===== src/sv/nte_pkg.sv =====
// Shared types, field widths and codes for the neighbour table with expiry.
package nte_pkg;

	localparam int ENTRIES_DEF   = 4;
	localparam int NODE_W        = 8;
	localparam int TIME_W        = 32;
	localparam int POS_W         = 20;
	localparam int VEL_W         = 16;
	localparam int SEQ_W         = 16;
	localparam int PAYLOAD_W     = 3 * POS_W + 3 * VEL_W + SEQ_W;
	localparam int ENTRY_W       = NODE_W + TIME_W + PAYLOAD_W;
	localparam int MASK_W        = 4;
	localparam int SLOT_W        = 2;
	localparam logic [TIME_W-1:0] TIMEOUT_RESET = 32'd3000;

	typedef enum logic {
		CMD_UPDATE = 1'b0,
		CMD_EXPIRE = 1'b1
	} cmd_t;

	typedef enum logic [1:0] {
		ACT_UPDATED  = 2'd0,
		ACT_INSERTED = 2'd1,
		ACT_REPLACED = 2'd2,
		ACT_EXPIRED  = 2'd3
	} action_t;

	typedef enum logic [1:0] {
		ST_IDLE,
		ST_SCAN,
		ST_DRAIN,
		ST_FIN
	} state_t;

	typedef struct packed {
		logic load;
		logic issue;
		logic commit;
	} ctl_cmd_t;

	typedef struct packed {
		logic last_issue;
	} dp_status_t;

endpackage


===== src/sv/nte_ram.sv =====
// Generic single-write, single-read RAM with a registered read port.
module nte_ram #(
	parameter int WIDTH = 8,
	parameter int DEPTH = 4,
	localparam int AW   = (DEPTH > 1) ? $clog2(DEPTH) : 1
) (
	input  logic             clk,
	input  logic             we,
	input  logic [AW-1:0]    waddr,
	input  logic [WIDTH-1:0] wdata,
	input  logic [AW-1:0]    raddr,
	output logic [WIDTH-1:0] rdata
);

	logic [WIDTH-1:0] mem_q [DEPTH];
	logic [WIDTH-1:0] rdata_q;

	always_ff @(posedge clk) begin
		if (we) begin
			mem_q[waddr] <= wdata;
		end
		rdata_q <= mem_q[raddr];
	end

	assign rdata = rdata_q;

endmodule


===== src/sv/nte_ctrl.sv =====
// Controller state machine: sequences load, slot scan, drain and commit of one beat.
module nte_ctrl (
	input  logic                clk,
	input  logic                arst_n,
	input  logic                in_valid,
	output logic                in_stall,
	output logic                out_valid,
	input  logic                out_stall,
	input  nte_pkg::dp_status_t status,
	output nte_pkg::ctl_cmd_t   ctl
);

	nte_pkg::state_t state_q, state_d;
	logic out_valid_q;
	logic out_free;

	assign out_free = !out_valid_q || !out_stall;

	always_ff @(posedge clk or negedge arst_n) begin
		if (!arst_n) begin
			state_q     <= nte_pkg::ST_IDLE;
			out_valid_q <= 1'b0;
		end else begin
			state_q <= state_d;
			if (ctl.commit) begin
				out_valid_q <= 1'b1;
			end else if (out_valid_q && !out_stall) begin
				out_valid_q <= 1'b0;
			end
		end
	end

	always_comb begin
		state_d    = state_q;
		ctl.load   = 1'b0;
		ctl.issue  = 1'b0;
		ctl.commit = 1'b0;
		in_stall   = 1'b1;
		case (state_q)
			nte_pkg::ST_IDLE: begin
				in_stall = 1'b0;
				if (in_valid) begin
					ctl.load = 1'b1;
					state_d  = nte_pkg::ST_SCAN;
				end
			end
			nte_pkg::ST_SCAN: begin
				ctl.issue = 1'b1;
				if (status.last_issue) begin
					state_d = nte_pkg::ST_DRAIN;
				end
			end
			nte_pkg::ST_DRAIN: begin
				// The last slot read is evaluated in this cycle.
				state_d = nte_pkg::ST_FIN;
			end
			nte_pkg::ST_FIN: begin
				if (out_free) begin
					ctl.commit = 1'b1;
					state_d    = nte_pkg::ST_IDLE;
				end
			end
			default: begin
				state_d = nte_pkg::ST_IDLE;
			end
		endcase
	end

	assign out_valid = out_valid_q;

endmodule


===== src/sv/nte_datapath.sv =====
// Datapath: table storage, one-slot-per-cycle scan, target choice and result registers.
module nte_datapath #(
	parameter int ENTRIES = nte_pkg::ENTRIES_DEF,
	localparam int IW     = (ENTRIES > 1) ? $clog2(ENTRIES) : 1
) (
	input  logic                               clk,
	input  logic                               arst_n,
	input  nte_pkg::ctl_cmd_t                  ctl,
	output nte_pkg::dp_status_t                status,
	input  logic                               cfg_we,
	input  logic [nte_pkg::TIME_W-1:0]         cfg_wdata,
	input  logic                               cmd,
	input  logic [nte_pkg::NODE_W-1:0]         node,
	input  logic [nte_pkg::POS_W-1:0]          pos_x,
	input  logic [nte_pkg::POS_W-1:0]          pos_y,
	input  logic [nte_pkg::POS_W-1:0]          pos_z,
	input  logic signed [nte_pkg::VEL_W-1:0]   vel_x,
	input  logic signed [nte_pkg::VEL_W-1:0]   vel_y,
	input  logic signed [nte_pkg::VEL_W-1:0]   vel_z,
	input  logic [nte_pkg::SEQ_W-1:0]          sequence_req,
	input  logic [nte_pkg::TIME_W-1:0]         now,
	output logic [1:0]                         action,
	output logic [nte_pkg::SLOT_W-1:0]         slot,
	output logic [nte_pkg::NODE_W-1:0]         evicted_node,
	output logic [nte_pkg::MASK_W-1:0]         expired_mask
);

	localparam int NW = nte_pkg::NODE_W;
	localparam int TW = nte_pkg::TIME_W;

	// Captured beat
	logic                         cmd_q;
	logic [NW-1:0]                node_q;
	logic [nte_pkg::PAYLOAD_W-1:0] payload_q;
	logic [TW-1:0]                now_q;

	logic [TW-1:0]      timeout_q;
	logic [ENTRIES-1:0] valid_q;

	// Scan read side and evaluation stage
	logic [IW-1:0] rd_idx_q;
	logic          issue_s1;
	logic [IW-1:0] idx_s1;

	// Search trackers
	logic          match_found_q, free_found_q, oldest_found_q;
	logic [IW-1:0] match_idx_q, free_idx_q, oldest_idx_q;
	logic [TW-1:0] oldest_time_q;
	logic [NW-1:0] oldest_node_q;
	logic [nte_pkg::MASK_W-1:0] mask_q;

	// Result registers
	logic [1:0]                 action_q;
	logic [nte_pkg::SLOT_W-1:0] slot_q;
	logic [NW-1:0]              evicted_q;
	logic [nte_pkg::MASK_W-1:0] expired_q;

	logic [nte_pkg::ENTRY_W-1:0] ram_wdata, ram_rdata;
	logic [NW-1:0]               rd_node;
	logic [TW-1:0]               rd_heard;
	logic [TW-1:0]               age;
	logic                        expire_hit;
	logic [IW-1:0]               target;
	logic [1:0]                  upd_action;
	logic                        write_en;

	assign rd_node    = ram_rdata[NW-1:0];
	assign rd_heard   = ram_rdata[NW+TW-1:NW];
	assign age        = now_q - rd_heard;
	assign expire_hit = valid_q[idx_s1] && (age > timeout_q);

	assign status.last_issue = (rd_idx_q == IW'(ENTRIES - 1));

	always_comb begin
		if (match_found_q) begin
			target     = match_idx_q;
			upd_action = nte_pkg::ACT_UPDATED;
		end else if (free_found_q) begin
			target     = free_idx_q;
			upd_action = nte_pkg::ACT_INSERTED;
		end else begin
			target     = oldest_idx_q;
			upd_action = nte_pkg::ACT_REPLACED;
		end
	end

	assign write_en  = ctl.commit && (cmd_q == nte_pkg::CMD_UPDATE);
	assign ram_wdata = {payload_q, now_q, node_q};

	nte_ram #(
		.WIDTH (nte_pkg::ENTRY_W),
		.DEPTH (ENTRIES)
	) u_table (
		.clk   (clk),
		.we    (write_en),
		.waddr (target),
		.wdata (ram_wdata),
		.raddr (rd_idx_q),
		.rdata (ram_rdata)
	);

	always_ff @(posedge clk or negedge arst_n) begin
		if (!arst_n) begin
			timeout_q      <= nte_pkg::TIMEOUT_RESET;
			valid_q        <= '0;
			rd_idx_q       <= '0;
			issue_s1       <= 1'b0;
			match_found_q  <= 1'b0;
			free_found_q   <= 1'b0;
			oldest_found_q <= 1'b0;
			mask_q         <= '0;
		end else begin
			if (cfg_we) begin
				timeout_q <= cfg_wdata;
			end
			issue_s1 <= ctl.issue;
			if (ctl.load) begin
				rd_idx_q       <= '0;
				match_found_q  <= 1'b0;
				free_found_q   <= 1'b0;
				oldest_found_q <= 1'b0;
				mask_q         <= '0;
			end else if (ctl.issue) begin
				rd_idx_q <= rd_idx_q + IW'(1);
			end
			if (issue_s1) begin
				if (cmd_q == nte_pkg::CMD_EXPIRE) begin
					if (expire_hit) begin
						valid_q[idx_s1] <= 1'b0;
						if (32'(idx_s1) < nte_pkg::MASK_W) begin
							mask_q[2'(idx_s1)] <= 1'b1;
						end
					end
				end else if (valid_q[idx_s1]) begin
					if (!match_found_q && rd_node == node_q) begin
						match_found_q <= 1'b1;
					end
					if (!oldest_found_q || rd_heard < oldest_time_q) begin
						oldest_found_q <= 1'b1;
					end
				end else if (!free_found_q) begin
					free_found_q <= 1'b1;
				end
			end
			if (write_en) begin
				valid_q[target] <= 1'b1;
			end
		end
	end

	// Payload side of the trackers and the captured beat carry no reset.
	always_ff @(posedge clk) begin
		idx_s1 <= rd_idx_q;
		if (ctl.load) begin
			cmd_q     <= cmd;
			node_q    <= node;
			now_q     <= now;
			payload_q <= {sequence_req, vel_z, vel_y, vel_x, pos_z, pos_y, pos_x};
		end
		if (issue_s1 && cmd_q == nte_pkg::CMD_UPDATE) begin
			if (valid_q[idx_s1]) begin
				if (!match_found_q && rd_node == node_q) begin
					match_idx_q <= idx_s1;
				end
				if (!oldest_found_q || rd_heard < oldest_time_q) begin
					oldest_idx_q  <= idx_s1;
					oldest_time_q <= rd_heard;
					oldest_node_q <= rd_node;
				end
			end else if (!free_found_q) begin
				free_idx_q <= idx_s1;
			end
		end
		if (ctl.commit) begin
			if (cmd_q == nte_pkg::CMD_EXPIRE) begin
				action_q  <= nte_pkg::ACT_EXPIRED;
				slot_q    <= '0;
				evicted_q <= '0;
				expired_q <= mask_q;
			end else begin
				action_q  <= upd_action;
				slot_q    <= nte_pkg::SLOT_W'(target);
				evicted_q <= (upd_action == nte_pkg::ACT_REPLACED) ? oldest_node_q : '0;
				expired_q <= '0;
			end
		end
	end

	assign action       = action_q;
	assign slot         = slot_q;
	assign evicted_node = evicted_q;
	assign expired_mask = expired_q;

endmodule


===== src/sv/neighbour_table_with_expiry_core.sv =====
// Top level of the neighbour table with expiry: controller plus datapath.
//
//  channel   direction  handshake               payload
//  input     in         in_valid / in_stall     cmd, node, pos_*, vel_*, sequence_req, now
//  result    out        out_valid / out_stall   action, slot, evicted_node, expired_mask
//  config    in         cfg_we                  cfg_wdata (timeout)
//
// One beat passes through IDLE to accept it, SCAN reading the table RAM one slot per cycle,
// DRAIN to evaluate the last slot read and FIN to commit; no new beat is taken until commit.
// The slot scan goes through the single RAM read port.
// Reset clears every valid mark at once and loads the timeout with 3000; the table RAM is
// never cleared. A result waiting under out_stall does not block acceptance of the next
// beat, but that beat holds at commit until the result register has been taken.
module neighbour_table_with_expiry_core #(
	parameter int ENTRIES = nte_pkg::ENTRIES_DEF
) (
	input  logic                               clk,
	input  logic                               arst_n,
	input  logic                               cfg_we,
	input  logic [nte_pkg::TIME_W-1:0]         cfg_wdata,
	input  logic                               in_valid,
	output logic                               in_stall,
	input  logic                               cmd,
	input  logic [nte_pkg::NODE_W-1:0]         node,
	input  logic [nte_pkg::POS_W-1:0]          pos_x,
	input  logic [nte_pkg::POS_W-1:0]          pos_y,
	input  logic [nte_pkg::POS_W-1:0]          pos_z,
	input  logic signed [nte_pkg::VEL_W-1:0]   vel_x,
	input  logic signed [nte_pkg::VEL_W-1:0]   vel_y,
	input  logic signed [nte_pkg::VEL_W-1:0]   vel_z,
	input  logic [nte_pkg::SEQ_W-1:0]          sequence_req,
	input  logic [nte_pkg::TIME_W-1:0]         now,
	output logic                               out_valid,
	input  logic                               out_stall,
	output logic [1:0]                         action,
	output logic [nte_pkg::SLOT_W-1:0]         slot,
	output logic [nte_pkg::NODE_W-1:0]         evicted_node,
	output logic [nte_pkg::MASK_W-1:0]         expired_mask
);

	nte_pkg::ctl_cmd_t   ctl;
	nte_pkg::dp_status_t status;

	nte_ctrl u_ctrl (
		.clk       (clk),
		.arst_n    (arst_n),
		.in_valid  (in_valid),
		.in_stall  (in_stall),
		.out_valid (out_valid),
		.out_stall (out_stall),
		.status    (status),
		.ctl       (ctl)
	);

	nte_datapath #(
		.ENTRIES (ENTRIES)
	) u_datapath (
		.clk          (clk),
		.arst_n       (arst_n),
		.ctl          (ctl),
		.status       (status),
		.cfg_we       (cfg_we),
		.cfg_wdata    (cfg_wdata),
		.cmd          (cmd),
		.node         (node),
		.pos_x        (pos_x),
		.pos_y        (pos_y),
		.pos_z        (pos_z),
		.vel_x        (vel_x),
		.vel_y        (vel_y),
		.vel_z        (vel_z),
		.sequence_req (sequence_req),
		.now          (now),
		.action       (action),
		.slot         (slot),
		.evicted_node (evicted_node),
		.expired_mask (expired_mask)
	);

endmodule


===== config.mk =====
export PLATFORM = sky130hd
export DESIGN_NAME = neighbour_table_with_expiry_core
export DESIGN_NICKNAME = d
export VERILOG_FILES = /design/src/sv/nte_pkg.sv /design/src/sv/nte_ram.sv /design/src/sv/nte_ctrl.sv /design/src/sv/nte_datapath.sv /design/src/sv/neighbour_table_with_expiry_core.sv
export SDC_FILE = /design/constraint.sdc
export NUM_CORES = 1
export LEC_CHECK = 0
export BUFFER_PORTS_ARGS = -buffer_cell sky130_fd_sc_hd__buf_2
export CORE_UTILIZATION = 58
export CTS_CLUSTER_DIAMETER = 50
export DETAILED_ROUTE_END_ITERATION = 10
export GPL_TIMING_DRIVEN = 0
export MAX_ROUTING_LAYER = met4
export PLACE_DENSITY = 0.79
export SLEW_MARGIN = 20
export SYNTH_ARGS = -nofsm -noshare
export SYNTH_HDL_FRONTEND = slang
export SYNTH_HIERARCHICAL = 1
export SYNTH_SLANG_ARGS = --single-unit
export TNS_END_PERCENT = 100

===== constraint.sdc =====
create_clock -name clk -period 15.2 [get_ports clk]
set_input_delay 0.76 -clock clk [delete_from_list [all_inputs] [get_ports clk]]
set_output_delay 0.76 -clock clk [all_outputs]
set_load 0.005 [all_outputs]

==> metrics.md, run 1 <==
| Metric | Value |
|---|---|
| Worst skew pair latency | approximately 0.52 ns |
| Type of the tightest min-delay check | input pin to asynchronous set/reset pin |
| Grt ovf | 0 |
| IO Count | 220 |
| DIE AREA | ~27,000 um2 |
| Final cell count without fillers | roughly 1.6k |
| Antenna diodes | 0 |
| Via-per-instance ratio | 5.71 |
| Worst Path Max Fanout | 6 |
| CP required | 15.59 ns |
| Final hold viol count | 0 |
| VDD IR max | 138 uV |
| CTS tree | built |
| Worst-case clock buffer depth | 3 |
| Die X | about 160 um |
| Placer Congestion | roughly 0.94 |
| Max H-tree Level | 2 |
| # hold bufs at CTS | 0 |
| Drt first-iter violations | around 730 |
| Antenna Nets Post-Route | 0 |
| Ys Warns | 6 |
| Pwr per Cell Area | slightly above 200 nW/um2 |
| GRT Total Usage | between 20% and 30% |
| Cts bufs inserted | 40 |
| Fin crit period | between 5 and 6 ns |
| Vias | about 9k |
| Slew headroom | 50.6% |
| Status | finished, violations left |
| Final setup fails | 0 |
| Syn_area_per_cell | between 10 and 15 um2 |
| Failing checks | DRC |
| Final Cycle Share | between 30% and 40% |
| Share of layout cells above drive strength 1 | 20.0% |
| Lkg Pwr | 7.08 nW |
| Mapped Area | 15,300 um2 |
| Row cnt | slightly below 60 |
| Port buffer count | 94 |
| Worst Max-Slew Pin Slew | around 0.74 ns |
| Final core utilization | ~68% |
| Unrepaired setup endpoints after global routing | false |
| Crit-path cells | inv_1, ha_1, inv_1, fa_1, a211oi_1, o21ai_1, a211oi_1, o21ba_2, o221ai_1, a41oi_1, xnor2_1, ha_1, nand4_1, nor4_1, nor3b_1, a21oi_1, or4_1, o2bb2ai_1 |
| Initial Util | around three fifths |
| Vias in the first global route | 9,033 |
| First-pass GRT wire length | approximately 47,000 um |
| Setup_tns | 0 ns |
| Worst Clk Skew | 0.0163 ns |
| # Max-Cap Violations | 0 |
| Fmax | approximately 190 MHz |
| Crit path arrival time | 5.66 ns |
| Placed cells | roughly 1.5k |
| CP max-delay cell | or4_1 |
| Startpoint Class | flip-flop |
| Worst hold margin | 0.283 ns |
| Max Transition Viols Final | 0 |
| Root buffer cell | clkbuf_16 |
| Setup Fix Bufs, Post-CTS | 0 |
| Routed len/inst | 19.3 um |
| DRC viols | 2 |
| Buf/Inv on CP | 2 |
| Post-layout nets | roughly 1.5k |
| CTS clock-pin slew for the worst setup and hold paths | approximately 0.06 ns |
| Antenna violations before repair | 0 |
| WS Path Type | flip-flop to flip-flop |
| CP peak stage delay | roughly 0.49 ns |
| Mapped Nets | around 1.4k |
| Core Area | 26,000 um2 |
| Largest net degree at the start of global routing | 50 |
| Post-Syn Instances | roughly 1.1k |
| TritonRoute pass-1 iters | 8 |
| Detail Placement HPWL | 21,400 um |
| Delay-heaviest family, CP | compound AO/OA/AOI/OAI gates |
| Total wire length | just over 30,000 um |
| DIE HEIGHT | between 150 and 200 um |
| Post-CTS sizing | 0 |
| CTS Sinks | 354 |
| Crit. End Element | flip-flop |
| Synth-to-layout area growth | 15.6% |
through the flow:
stage | instance area, um2 | total power [mW] | setup WS [ns]
6_report | 17700 | 3.66 | 9.93
2_1_floorplan | 15300 | 2.36 | 9.31
3_3_place_gp | 16200 | 2.65 | 5.78
4_1_cts | 17700 | 3.67 | 9.95
5_1_grt | 17700 | 3.88 | 9.65
3_5_place_dp | 16400 | 2.72 | 10.03
flip-flops by register name (all words and copies together), names as in the netlist, 8 cells and up:
name                      cells
u_datapath/now_q             32
u_datapath/oldest_time_q     32
u_datapath/timeout_q         32
u_datapath/u_table/mem_q    160
u_datapath/oldest_node_q      8
u_datapath/u_table/rdata     40
u_datapath/node_q             8
u_datapath/evicted_node       8
cell type report:
class                           count  area [um2]
Buffer                             26         126
Clock buffer                       46        1070
Clock inverter                     28         234
Fill cell                        1778        8270
Inverter                          114         428
Multi-Input combinational cell    564        4830
Sequential cell                   354        9970
Tap cell                          335         419
Timing Repair Buffer              105         636
report_power, final:
group	internal (mW)	switching, mW
Sequential	1.28	0.125
Clock	0.545	0.379
Combinational	0.589	0.738
Total	2.41	1.24
worst reg2reg max path: cells and delay by family, from the launching register on:
family                     cells  cell delay [ns]
AOI/OAI and AO/OA              8             2.04
xor gates and xnor gates       1             0.10
adders and majority gates      3             0.90
buffers and inverters          2             0.15
DFF                            1             0.45
and+or+nand+nor                4             1.49
metal layers:
layer | wire, um | GRT usage, % | vias to the layer above
met5 | 0 | - | -
met4 | 771 | 8.01 | 0
met3 | 1520 | 3.87 | 55
met2 | 14500 | 38.6 | 262
met1 | 13400 | 31.7 | 4422
li1 | - | - | 4240
path summary, 6_finish.rpt:
| check | slack, ns | endpoint | depth (start not counted) | start |
|---|---|---|---|---|
| worst max-delay path | 9.93 | u_datapath/valid_q[0]$_DFF_PN0_ | 18 | u_datapath/now_q[0]$_DFFE_PP_ |
| worst min-delay path | 0.28 | u_datapath/timeout_q[1]$_DFFE_PN0P_ | 1 | arst_n |
| worst max register to register | 9.93 | u_datapath/valid_q[0]$_DFF_PN0_ | 18 | u_datapath/now_q[0]$_DFFE_PP_ |
| max in group asynchronous | 14.43 | u_datapath/timeout_q[31]$_DFFE_PN0P_ | 1 | arst_n |
| min in group clk | 0.41 | u_datapath/now_q[4]$_DFFE_PP_ | 1 | now[4] |
| worst min register to register | 0.45 | u_datapath/oldest_node_q[5]$_DFFE_PP_ | 0 | u_datapath/u_table/rdata[5]$_DFF_P_ |
placed cells by master (no fill, tap or decap), drive strengths merged, types with 4 or more instances in the layout:
| cell type | count |
|---|---|
| nand2 | 64 |
| dfxtp | 42 |
| a21o | 31 |
| ha | 100 |
| buf | 118 |
| dfstp | 7 |
| o21ai | 60 |
| o211ai | 6 |
| and2 | 13 |
| nor2 | 29 |
| xnor2 | 24 |
| nand3 | 10 |
| clkbuf | 59 |
| edfxtp | 263 |
| dfrtp | 42 |
| a21oi | 50 |
| nor2b | 5 |
| nor4 | 7 |
| o21a | 9 |
| o21bai | 7 |
| inv | 118 |
| a211oi | 8 |
| nand4 | 15 |
| mux2i | 5 |
| mux4 | 41 |
| xor2 | 12 |
| clkinv | 20 |
| nand2b | 7 |
| nor3 | 7 |
| o211a | 4 |
Power figures use the tool's default switching activity.
==> inputs of run 2 (changes only) <==
--- a/config.mk
+++ b/config.mk
@@ -5,6 +5,7 @@
 export SDC_FILE = /design/constraint.sdc
 export NUM_CORES = 1
 export LEC_CHECK = 0
+export ABC_AREA = 1
 export BUFFER_PORTS_ARGS = -buffer_cell sky130_fd_sc_hd__buf_2
 export CORE_UTILIZATION = 58
 export CTS_CLUSTER_DIAMETER = 50
==> constraint.sdc (replaced) <==
create_clock -name clk -period 4.5 [get_ports clk]
set_input_delay 0.225 -clock clk [delete_from_list [all_inputs] [get_ports clk]]
set_output_delay 0.225 -clock clk [all_outputs]
set_load 0.005 [all_outputs]
==> run 2 against run 1 <==
  * Clock-buffer cell count up 7
  * The run now ends clean
  * First-iteration DRC count up 55%
  * Sequential share of layout area down 6.2 points
==> metrics.md, run 2 <==
| Metric | Value |
|---|---|
| Fin area | between 15,000 and 20,000 um2 |
| Die X | about 170 um |
| Hold path depth | 5 |
| Lkg Pwr | 9.40 nW |
| Final cell count without fillers | roughly 2.3k |
| Hold EP | u_ctrl/state_q[1]$_DFFE_PN0P_ |
| Cts bufs inserted | 39 |
| Ys Warns | 6 |
| WS Path Type | flip-flop to flip-flop |
| DRC viols | 0 |
| Vias in the first global route | 12.3k |
| Slew headroom | between 40% and 50% |
| Fmax | ~250 MHz |
| Multi-input gate area | 5180 um2 |
| Port buffer count | 94 |
| Total wire length | just under 40,000 um |
| Max H-tree Level | 2 |
| Placer Congestion | roughly 0.88 |
| Fin crit period | 3.95 ns |
| Mapped Area | about 17,000 um2 |
| Unrepaired setup endpoints after global routing | false |
| Syn_area_per_cell | around 9.8 um2 |
| Synth-to-layout area growth | 18.8% |
| Startpoint Class | flip-flop |
| Post-CTS sizing | 0 |
| Setup Fix Bufs, Post-CTS | 0 |
| # Max-Cap Violations | 0 |
| Max Transition Viols Final | 0 |
| Setup_tns | 0 ns |
| Commonest cells after routing, fill and taps aside | nand2_1, inv_1, edfxtp_1 |
| Initial Util | roughly three fifths |
| Tot Pwr | 13.2 mW |
| Flop2flop setup slack | ~0.55 ns |
| Commonest non-fill, non-tap cell in the layout | nand2_1 |
| Share of layout cells above drive strength 1 | 12.6% |
| Worst Max-Slew Pin Slew | 0.786 ns |
| Worst skew pair latency | between 0.5 and 0.6 ns |
| Root buffer cell | clkbuf_16 |
| Grt ovf | 0 |
| Antenna diodes | 0 |
| Post-layout nets | 2,238 |
| DIE HEIGHT | ~170 um |
| Crit. End Element | flip-flop |
| Mapped Nets | between 2k and 2.5k |
| Worst hold margin | ~0.10 ns |
| GRT Total Usage | 28.1% |
| CTS Sinks | ~350 |
| Placed cells | 2,197 |
| Register with the most flip-flops | u_datapath/u_table/mem_q |
| DIE AREA | 29,500 um2 |
| Pwr per Cell Area | about 660 nW/um2 |
| Via-per-instance ratio | approximately 5.2 |
| Row cnt | slightly above 60 |
| Crit path arrival time | between 4 and 5 ns |
| Detail Placement HPWL | about 27,000 um |
| CP required | approximately 5 ns |
| HP Start | in_valid |
| Largest net degree at the start of global routing | 50 |
| Vias | 12.2k |
| First-pass GRT wire length | around 60,000 um |
| CTS clock-pin slew for the worst setup and hold paths | approximately 0.060 ns |
| Antenna Nets Post-Route | 0 |
| Final Cycle Share | around 90% |
| Filler cells | ~1.9k |
| Final hold viol count | 0 |
| Antenna violations before repair | 0 |
| Drt first-iter violations | ~1.1k |
| Worst Path Max Fanout | 5 |
| Final setup fails | 0 |
| Max reg flops | 160 |
| CTS tree | built |
| Core Area | 28,100 um2 |
| Post-Syn Instances | 1,702 |
| R2R depth | 24 |
| VDD IR max | between 300 and 400 uV |
| Routed len/inst | about 17 um |
| # hold bufs at CTS | 75 |
| Worst Clk Skew | between 0.02 and 0.025 ns |
| IO Count | 220 |
| Type of the tightest min-delay check | input pin to flip-flop |
| R2R Path End | u_datapath/mask_q[3]$_DFF_PN0_ |
| Flip-flop and latch area | approximately 10000 um2 |
| R2R Path Start | u_datapath/now_q[0]$_DFFE_PP_ |
| TritonRoute pass-1 iters | 6 |
| Worst-case clock buffer depth | 3 |
| Status | finished, final reports clean |
| Placed Area | 17,900 um2 |
-- run 2: how the worst max path moves through the flow --
stage	startpoint	end	slack (ns)	cells past startpoint
6_report	u_datapath/now_q[0]$_DFFE_PP_	u_datapath/mask_q[3]$_DFF_PN0_	0.55	24
5_1_grt	u_datapath/now_q[0]$_DFFE_PP_	u_datapath/mask_q[3]$_DFF_PN0_	0.27	24
4_1_cts	u_datapath/now_q[0]$_DFFE_PP_	u_datapath/mask_q[3]$_DFF_PN0_	0.61	24
3_5_place_dp	u_datapath/now_q[0]$_DFFE_PP_	u_datapath/mask_q[3]$_DFF_PN0_	0.71	24
3_3_place_gp	u_ctrl/state_q[0]$_DFFE_PN0P_	u_datapath/u_table/mem_q[1][38]$_DFFE_PP_	-3.43	7
2_1_floorplan	u_ctrl/state_q[0]$_DFFE_PN0P_	u_datapath/u_table/mem_q[2][0]$_DFFE_PP_	-0.57	7
-- run 2: final cells by class --
cell class | instances | share of cell area (%)
clock buffers | 53 | 5.37
clock inverters | 18 | 0.636
plain buffers | 44 | 1.51
repair buffers | 192 | 7.30
multi-input cells | 956 | 26.1
well taps | 378 | 2.38
flip-flops and latches | 354 | 50.2
inverters | 348 | 6.58
-- run 2: critical path, stage by stage, from the launching register on --
cell and delay (ns):
edfxtp_1 0.44, inv_1 0.09, ha_1 0.18, inv_1 0.08, fa_1 0.42, nand3_1 0.14
nand2_2 0.11, nand2_1 0.10, o211ai_2 0.14, nand2_2 0.08, nand2_1 0.08, nand2_1 0.14
nand3_1 0.09, nand2_1 0.08, inv_1 0.04, ha_1 0.26, nand2_1 0.04, nor2_1 0.13
nand2_1 0.11, nor3_1 0.15, nand2_1 0.10, nor2_1 0.36, nor2_1 0.18, nand3_1 0.16
nand2_1 0.09
-- run 2: where the power goes --
group | total [mW] | internal (mW) | leakage [nW] | switching [mW]
Clock | 2.96 | 1.69 | 0.590 | 1.27
Combinational | 5.50 | 1.99 | 5.48 | 3.51
Sequential | 4.70 | 4.30 | 3.33 | 0.397
Total | 13.2 | 7.98 | 9.40 | 5.18
-- run 2: through the flow --
step / util, % / setup slack, ns
finish: 70.8 / 0.552
global route: 70.8 / 0.271
CTS: 70.8 / 0.613
detailed placement: 63.9 / 0.709
global placement: 63.0 / -3.43
floorplan: - / -0.571
-- run 2: metal layers --
layer	GRT usage [%]	wire length, um	up-vias
li1	-	-	5955
met5	-	0	-
met4	8.04	835	0
met1	36.1	16500	5747
met3	3.96	2610	68
met2	46.8	18800	477
==> inputs of run 3 (changes only) <==
--- a/config.mk
+++ b/config.mk
@@ -6,7 +6,7 @@
 export NUM_CORES = 1
 export LEC_CHECK = 0
 export ABC_AREA = 1
-export BUFFER_PORTS_ARGS = -buffer_cell sky130_fd_sc_hd__buf_2
+export BUFFER_PORTS_ARGS = -buffer_cell sky130_fd_sc_hd__clkbuf_2
 export CORE_UTILIZATION = 58
 export CTS_CLUSTER_DIAMETER = 50
 export DETAILED_ROUTE_END_ITERATION = 10
==> run 3 against run 2 <==
  * Total power up 2.0%
  * Die area unchanged
  * First-iteration DRC count up 5.1%
  * Critical endpoint is now u_datapath/valid_q[2]$_DFF_PN0_
  * Largest cell class unchanged
  * Highest routed layer unchanged
==> metrics.md, run 3 (synthesis results as in run 2) <==
| Metric | Value |
|---|---|
| Setup_tns | 0 ns |
| DIE HEIGHT | 172 um |
| GRT Total Usage | 28.4% |
| CP max-delay cell | edfxtp_1 |
| R2R Path End | u_datapath/valid_q[2]$_DFF_PN0_ |
| Internal | a little over 8 mW |
| Total wire length | 39,000 um |
| Synth-to-layout area growth | 19.4% |
| Grt ovf | 0 |
| Pwr per Cell Area | roughly 670 nW/um2 |
| Worst Max-Slew Pin Slew | between 0.7 and 0.8 ns |
| Share of layout cells above drive strength 1 | 12.4% |
| Routed len/inst | 16.6 um |
| R2R depth | 25 |
| HP Start | in_valid |
| CP peak stage delay | roughly 0.45 ns |
| CP required | slightly below 5 ns |
| Flop2flop setup slack | 0.68 ns |
| First-pass GRT wire length | about 62,000 um |
| Seq pwr share | around a third |
| Largest net degree at the start of global routing | 50 |
| Fin crit period | around 3.8 ns |
| Core Area | roughly 28,000 um2 |
| Worst skew pair latency | approximately 0.52 ns |
| Filler cells | approximately 2.0k |
| Fmax | 262 MHz |
| Slew headroom | around half |
| Flip-flop and latch area | roughly 10000 um2 |
| IO Count | 220 |
| Worst-case clock buffer depth | 3 |
| Post-CTS sizing | 0 |
| Vias | 12.2k |
| Final core utilization | a little under three quarters |
| DIE AREA | just under 30,000 um2 |
| Row cnt | between 60 and 70 |
| Worst hold margin | about 0.095 ns |
| DRC viols | 0 |
| Port buffer count | 94 |
| Antenna diodes | 0 |
| Max reg flops | 160 |
| Multi-input gate area | between 5000 and 6000 um2 |
| Final Cycle Share | a little over four fifths |
| CTS Sinks | roughly 350 |
| Hold path depth | 5 |
| Worst Clk Skew | between 0.015 and 0.02 ns |
| R2R Path Start | u_datapath/now_q[0]$_DFFE_PP_ |
| Vias in the first global route | 12.3k |
| Startpoint Class | flip-flop |
| Root buffer cell | clkbuf_16 |
| Type of the tightest min-delay check | input pin to flip-flop |
| Post-layout nets | 2,237 |
| Crit. End Element | flip-flop |
| Max H-tree Level | 2 |
| Final Worst Setup Slack | 0.677 ns |
| Setup Fix Bufs, Post-CTS | 0 |
| Commonest non-fill, non-tap cell in the layout | nand2_1 |
| Lkg Pwr | 9.46 nW |
| Commonest cells after routing, fill and taps aside | nand2_1, inv_1, edfxtp_1 |
| Initial Util | about three fifths |
| Placer Congestion | a little under 0.9 |
| Worst path most repeated cell | nand2_1 |
| Switching share of power | ~39% |
| Max Transition Viols Final | 0 |
| Die X | 172 um |
| Final hold viol count | 0 |
| VDD IR max | around 310 uV |
| Antenna violations before repair | 0 |
| TritonRoute pass-1 iters | 6 |
| Sw power | a little over 5 mW |
| Clock power frac | roughly a quarter |
| # Max-Cap Violations | 0 |
| Register with the most flip-flops | u_datapath/u_table/mem_q |
| # hold bufs at CTS | 75 |
| CTS tree | built |
| Cts bufs inserted | 38 |
| Final setup fails | 0 |
| Tot Pwr | around 13 mW |
| CTS clock-pin slew for the worst setup and hold paths | about 0.060 ns |
| WS Path Type | flip-flop to flip-flop |
| Unrepaired setup endpoints after global routing | false |
| Worst Path Max Fanout | 5 |
| Drt first-iter violations | between 1k and 1.5k |
| Antenna Nets Post-Route | 0 |
| Status | finished, final reports clean |
| Hold EP | u_ctrl/state_q[0]$_DFFE_PN0P_ |
| Detail Placement HPWL | between 20,000 and 30,000 um |
| Via-per-instance ratio | roughly 5.2 |
| Crit path arrival time | 4.28 ns |
| Setup WS pre-CTS | 0.685 ns |
| Comb pwr share | between 40% and 50% |
==> run 3: final cells by class <==
| class | instances | share of cell area, % |
|---|---|---|
| multi-input combinational | 956 | 25.9 |
| buffer | 44 | 1.50 |
| timing repair buffer | 192 | 7.26 |
| tap | 378 | 2.37 |
| inverter | 348 | 6.55 |
| clock buffer | 54 | 5.53 |
| sequential | 354 | 49.9 |
| clock inverter | 15 | 0.958 |
==> run 3: worst max-delay path: cells and delay by family, from the launching register on <==
kind	cells	cell delay, ns
buffers and inverters	3	0.22
DFF	1	0.45
adders and majority gates	3	0.84
and+or+nand+nor	18	2.12
AOI/OAI and AO/OA	1	0.13
==> run 3: stage by stage <==
| step | std cells | cell area (um2) |
|---|---|---|
| after floorplan | 1702 | 16700 |
| after global placement | 2174 | 17700 |
| after detailed placement | 2197 | 17900 |
| after CTS | 2341 | 20000 |
| after global routing | 2341 | 20000 |
| final | 2341 | 20000 |
==> run 3: worst max-delay path by stage <==
stage | depth (start not counted) | startpoint | end
2_1_floorplan | 7 | u_ctrl/state_q[0]$_DFFE_PN0P_ | u_datapath/u_table/mem_q[2][0]$_DFFE_PP_
3_3_place_gp | 7 | u_ctrl/state_q[1]$_DFFE_PN0P_ | u_datapath/u_table/mem_q[1][16]$_DFFE_PP_
3_5_place_dp | 25 | u_datapath/now_q[0]$_DFFE_PP_ | u_datapath/valid_q[2]$_DFF_PN0_
4_1_cts | 25 | u_datapath/now_q[0]$_DFFE_PP_ | u_datapath/valid_q[2]$_DFF_PN0_
5_1_grt | 19 | u_datapath/now_q[22]$_DFFE_PP_ | u_datapath/valid_q[2]$_DFF_PN0_
6_report | 25 | u_datapath/now_q[0]$_DFFE_PP_ | u_datapath/valid_q[2]$_DFF_PN0_
==> run 3: routing by layer <==
| metal | track usage [%] | routed length (um) |
|---|---|---|
| met5 | - | 0 |
| met4 | 10.0 | 1180 |
| met3 | 4.65 | 2750 |
| met2 | 46.9 | 18900 |
| met1 | 35.4 | 16100 |
==> run 3: power groups by stage <==
stage	Combinational, mW	Clock [mW]	Sequential [mW]
2_1_floorplan	3.80	0	4.63
3_3_place_gp	5.01	0	4.76
3_5_place_dp	5.30	0	4.76
4_1_cts	5.44	3.22	4.70
5_1_grt	6.18	3.37	4.77
6_report	5.51	3.19	4.71
